<file path="src/sv/pbrm_pkg.sv">
// Package for the protection bitmap range marker.
// Holds field widths, address layout, operation codes and the control structs.
// No dependencies.
package pbrm_pkg;

    localparam int UNITS_PER_AREA_DEF = 65536;
    localparam int MARK_WORD_BITS_DEF = 8;

    localparam int OP_W       = 2;
    localparam int ADDR_W     = 36;
    localparam int LEN_W      = 32;
    localparam int AREA_BIT   = 35;
    localparam int IDX_MSB    = 31;
    localparam int IDX_LSB    = 3;
    localparam int IDX_W      = IDX_MSB - IDX_LSB + 1;
    localparam int UNIT_SHIFT = 3;
    localparam int UNITS_W    = LEN_W - UNIT_SHIFT;

    localparam logic [OP_W-1:0] OP_CHECK    = 2'd0;
    localparam logic [OP_W-1:0] OP_PROHIBIT = 2'd1;
    localparam logic [OP_W-1:0] OP_ALLOW    = 2'd2;

    typedef struct packed {
        logic load;
        logic clr_wr;
        logic addr_load;
        logic rd;
        logic chk_cap;
        logic mk_wr;
        logic rsp_load;
    } t_cmd;

    typedef struct packed {
        logic clr_last;
        logic div_done;
        logic chk_act;
        logic mk_act;
        logic mk_last;
    } t_sts;

endpackage

</file>
<file path="src/sv/pbrm_ctrl.sv">
// Controller state machine: store clearing, request sequencing, response handshake.
// Depends on pbrm_pkg for the command and status structs.
module pbrm_ctrl import pbrm_pkg::*; (
    input  logic i_clk,
    input  logic i_rst_n,
    input  logic i_req_valid,
    output logic o_req_ready,
    output logic o_rsp_valid,
    input  logic i_rsp_ready,
    output t_cmd o_cmd,
    input  t_sts i_sts
);

    localparam logic [3:0] S_INIT    = 4'd0;
    localparam logic [3:0] S_IDLE    = 4'd1;
    localparam logic [3:0] S_DIV     = 4'd2;
    localparam logic [3:0] S_ADDR    = 4'd3;
    localparam logic [3:0] S_CHK_RD  = 4'd4;
    localparam logic [3:0] S_CHK_DAT = 4'd5;
    localparam logic [3:0] S_MK_RD   = 4'd6;
    localparam logic [3:0] S_MK_WR   = 4'd7;
    localparam logic [3:0] S_FIN     = 4'd8;

    logic [3:0] r_state;
    logic [3:0] n_state;
    logic       r_rsp_valid;
    logic       n_rsp_valid;
    logic       out_free;

    assign out_free = !r_rsp_valid || i_rsp_ready;

    always_comb begin
        n_state     = r_state;
        n_rsp_valid = r_rsp_valid && !i_rsp_ready;
        o_cmd       = '0;
        unique case (r_state)
            S_INIT: begin
                o_cmd.clr_wr = 1'b1;
                if (i_sts.clr_last) begin
                    n_state = S_IDLE;
                end
            end
            S_IDLE: begin
                if (i_req_valid) begin
                    o_cmd.load = 1'b1;
                    n_state    = S_DIV;
                end
            end
            S_DIV: begin
                if (i_sts.div_done) begin
                    n_state = S_ADDR;
                end
            end
            S_ADDR: begin
                o_cmd.addr_load = 1'b1;
                if (i_sts.chk_act) begin
                    n_state = S_CHK_RD;
                end else if (i_sts.mk_act) begin
                    n_state = S_MK_RD;
                end else begin
                    n_state = S_FIN;
                end
            end
            S_CHK_RD: begin
                o_cmd.rd = 1'b1;
                n_state  = S_CHK_DAT;
            end
            S_CHK_DAT: begin
                o_cmd.chk_cap = 1'b1;
                n_state       = S_FIN;
            end
            S_MK_RD: begin
                o_cmd.rd = 1'b1;
                n_state  = S_MK_WR;
            end
            S_MK_WR: begin
                o_cmd.mk_wr = 1'b1;
                n_state     = i_sts.mk_last ? S_FIN : S_MK_RD;
            end
            S_FIN: begin
                if (out_free) begin
                    o_cmd.rsp_load = 1'b1;
                    n_rsp_valid    = 1'b1;
                    n_state        = S_IDLE;
                end
            end
            default: begin
                n_state = S_INIT;
            end
        endcase
    end

    always_ff @(posedge i_clk) begin
        if (!i_rst_n) begin
            r_state     <= S_INIT;
            r_rsp_valid <= 1'b0;
        end else begin
            r_state     <= n_state;
            r_rsp_valid <= n_rsp_valid;
        end
    end

    assign o_req_ready = (r_state == S_IDLE);
    assign o_rsp_valid = r_rsp_valid;

endmodule

</file>
<file path="config.mk">
export PLATFORM = sky130hd
export DESIGN_NAME = pbrm_ctrl
export DESIGN_NICKNAME = d
export VERILOG_FILES = /design/src/sv/pbrm_pkg.sv /design/src/sv/pbrm_ctrl.sv
export SDC_FILE = /design/constraint.sdc
export NUM_CORES = 1
export LEC_CHECK = 0
export BUFFER_PORTS_ARGS = -buffer_cell sky130_fd_sc_hd__clkbuf_2
export CAP_MARGIN = 15
export CORE_AREA = 3 3 40 42
export DETAILED_ROUTE_END_ITERATION = 10
export DIE_AREA = 0 0 43 45
export GPL_TIMING_DRIVEN = 0
export PLACE_DENSITY = 0.66
export SYNTH_ARGS = -nofsm -noshare
export SYNTH_HDL_FRONTEND = slang
export SYNTH_SLANG_ARGS = --single-unit
</file>
<file path="constraint.sdc">
create_clock -name i_clk -period 2.9 [get_ports i_clk]
set_input_delay 0 -clock i_clk [delete_from_list [all_inputs] [get_ports i_clk]]
set_output_delay 0 -clock i_clk [all_outputs]
set_load 0.01 [all_outputs]
</file>
==> summary.md <==
| Metric | Value |
|---|---|
| Run status | `complete, no violations` |
| Cell Rows | `13` |
| Unrepaired setup endpoints after global routing | `no` |
| GP Congestion | `0.7395` |
| Synthesized area | `444.2 um2` |
| Max clock buf depth | `2` |
| Tot GR Track Use | `0.1257` |
| Die X | `43 um` |
| CP required | `2.90 ns` |
| Slowest stage delay, CP | `0.56 ns` |
| H-tree depth | `1` |
| Critical path class | `reg -> out` |
| Reg clk slew, reported paths | `0.05 ns` |
| Max FO, Critical Path | `9` |
| Setup TNS | `0 ns` |
| Slew margin rel. | `0.6825` |
| Core Util, Final | `0.4469` |
| Seq cells post-synth | `5` |
| Fin worst setup slack | `1.316 ns` |
| Largest net degree at the start of global routing | `11` |
| Register area share after synthesis | `0.2254` |
| Hold Violations, Final | `0` |
| Post-route cell area | `574.3 um2` |
| Worst hold path class | `in -> reg` |
| CP max-delay cell | `or4b_4` |
| NumNets Final | `80` |
| Post-CTS Setup Repair Bufs | `0` |
| Net Count, Synth | `58` |
| Core area | `1285 um2` |
| Synth-to-Final Area Change | `29.30%` |
| Vias in the first global route | `422` |
| Async S/R FF share, synth | `0` |
| CTS root buffer | `clkbuf_4` |
| Post-synth EDFFs | `0` |
| Tot Pwr | `0.2484 mW` |
| Setup WS pre-CTS | `1.386 ns` |
| Cell family with most CP delay | `simple AND/OR/NAND/NOR gates` |
| First-pass iteration count of the detailed router | `4` |
| Switching Fraction | `0.3191` |
| Syn_area_per_cell | `9.065 um2` |
| Clock share of power | `0.329` |
| Starting DRT DRC Count | `6` |
| CP arrival | `1.58 ns` |
| CTS Sinks | `5` |
| Post-route clock period utilization | `0.5462` |
| Comb pwr share | `0.357` |
| Pwr Density | `432.5 nW/um2` |
| Synth Warn # | `0` |
| TritonCTS Buffers | `3` |
| Setup crit start kind | `flop` |
| Initial Utilization | `0.3457` |
| Die ar. | `1935 um2` |
| Slew at the pin closest to its max-slew limit | `0.4703 ns` |
| Global-route wire length before repair | `1.890 mm` |
| Placed Cells | `81` |
| Post-CTS Hold Buffers | `0` |
| Switch Pwr | `0.07926 mW` |
| CTS tree | `built` |
| Non-Filler Instances | `85` |
| Reg power frac | `0.314` |
| Max rail drop VDD | `0.2033 mV` |
| Fill count | `143` |
| HPWL after DPL | `807.2 um` |
| Worst setup EP type | `output pin` |
| Grt ovf | `0` |
| Num ports | `18` |
| Initial antenna violation count | `0` |
| # port buffers | `17` |
| Count of final setup violators | `0` |
| Total of max-cap violations | `0` |
| Most frequent cell after synthesis | `dfxtp_1` |
| Ys flop type | `dfxtp_1` |
| Min Hold Slack | `0.02990 ns` |
| Tmin final | `1.584 ns` |
| Die H | `45 um` |
| Vias per cell | `5.024` |
| Top cells by area, synth | `dfxtp_1 (23%), or2b_2 (5.9%), nor4b_4 (5.4%)` |
| DP Area | `548.0 um2` |
| Cells after Synth | `49` |
| DRC | `0` |
| Max frequency | `631.4 MHz` |
| # resized after CTS | `0` |
| Number of routed nets with antenna violations | `0` |
| Total wire length | `1.002 mm` |
| Yosys top cell by area | `dfxtp_1` |
| Crit path cell chain | `buf_6, or4b_4, and2b_2, clkbuf_2` |
| Max-slew violation count | `0` |
| Clock skew | `0.009389 ns` |
| Distinct cells, synth | `30` |
| Internal Power | `0.1691 mW` |
| Post-synth top area share | `0.2254` |
| Inserted Diodes | `0` |
| P_leak | `0.2388 nW` |
| WL per Instance | `11.79 um` |
| Buf/Inv on CP | `2` |
| Clk Latency, worst-skew pair | `0.25 ns` |
| Routed vias | `427` |
| Layout cells sized above 1 | `0.5429` |
kinds of logic after synthesis:
| family | Yosys count | synth area share |
|---|---|---|
| mux | 1 | 0.02254 |
| flops | 5 | 0.2254 |
| compound gates | 12 | 0.2254 |
| buf+inv | 7 | 0.09294 |
| simple gates | 24 | 0.4338 |
worst register-to-register path: cells and delay by family, from the launching register on:
kind,cells,cell delay (ns)
buffers and inverters,1,0.13
AND/OR/NAND/NOR,2,0.71
AO/OA/AOI/OAI,2,0.30
flip-flops,1,0.30
placed cells by master, fill, tap and decap left out, types with 2 or more instances in the layout:
master,count
nand2_1,3
inv_1,3
buf_4,2
nor3_1,2
a31oi_1,3
dfxtp_1,5
or2b_2,3
o21ai_0,2
clkbuf_4,3
nor2_1,3
a21oi_1,2
nor4b_1,2
clkbuf_2,17
state kept, by name, summed over array words and instances, names as in the netlist:
| register | flops |
|---|---|
| r_state | 4 |
| o_rsp_valid | 1 |
final timing paths:
kind / startpoint / endpoint / slack [ns] / cells past startpoint
worst min-delay path: i_rst_n / o_rsp_valid / 0.03 / 3
worst min register to register: o_rsp_valid / o_rsp_valid / 0.61 / 2
worst max register to register: r_state[1] / r_state[1] / 1.36 / 5
worst max-delay path: r_state[1] / o_cmd[0] / 1.32 / 4
area by class of cell:
class / count / area (um2) / share of cell area
Multi-Input combinational cell: 37 / 302.8 / 0.5272
Tap cell: 15 / 18.77 / 0.03268
Sequential cell: 5 / 100.1 / 0.1743
Timing Repair Buffer: 17 / 85.08 / 0.1481
Inverter: 4 / 15.01 / 0.02614
Buffer: 3 / 26.28 / 0.04575
Clock buffer: 4 / 26.28 / 0.04575
power by group through the flow:
stage	Clock, mW	Combinational [mW]	Sequential (mW)
6_report	0.0816	0.0887	0.0781
5_1_grt	0.0888	0.101	0.0785
4_1_cts	0.0814	0.0897	0.0782
3_5_place_dp	0	0.0890	0.0793
3_3_place_gp	0	0.0885	0.0792
2_1_floorplan	0	0.0648	0.0783
routing by layer:
metal  track usage  part of all wire
met3       0.04781             0.042
met1        0.1639              0.47
met5             0                 0
met2        0.2036              0.48
met4       0.01807             0.010
No activity file was read; power rests on OpenSTA's default activity.
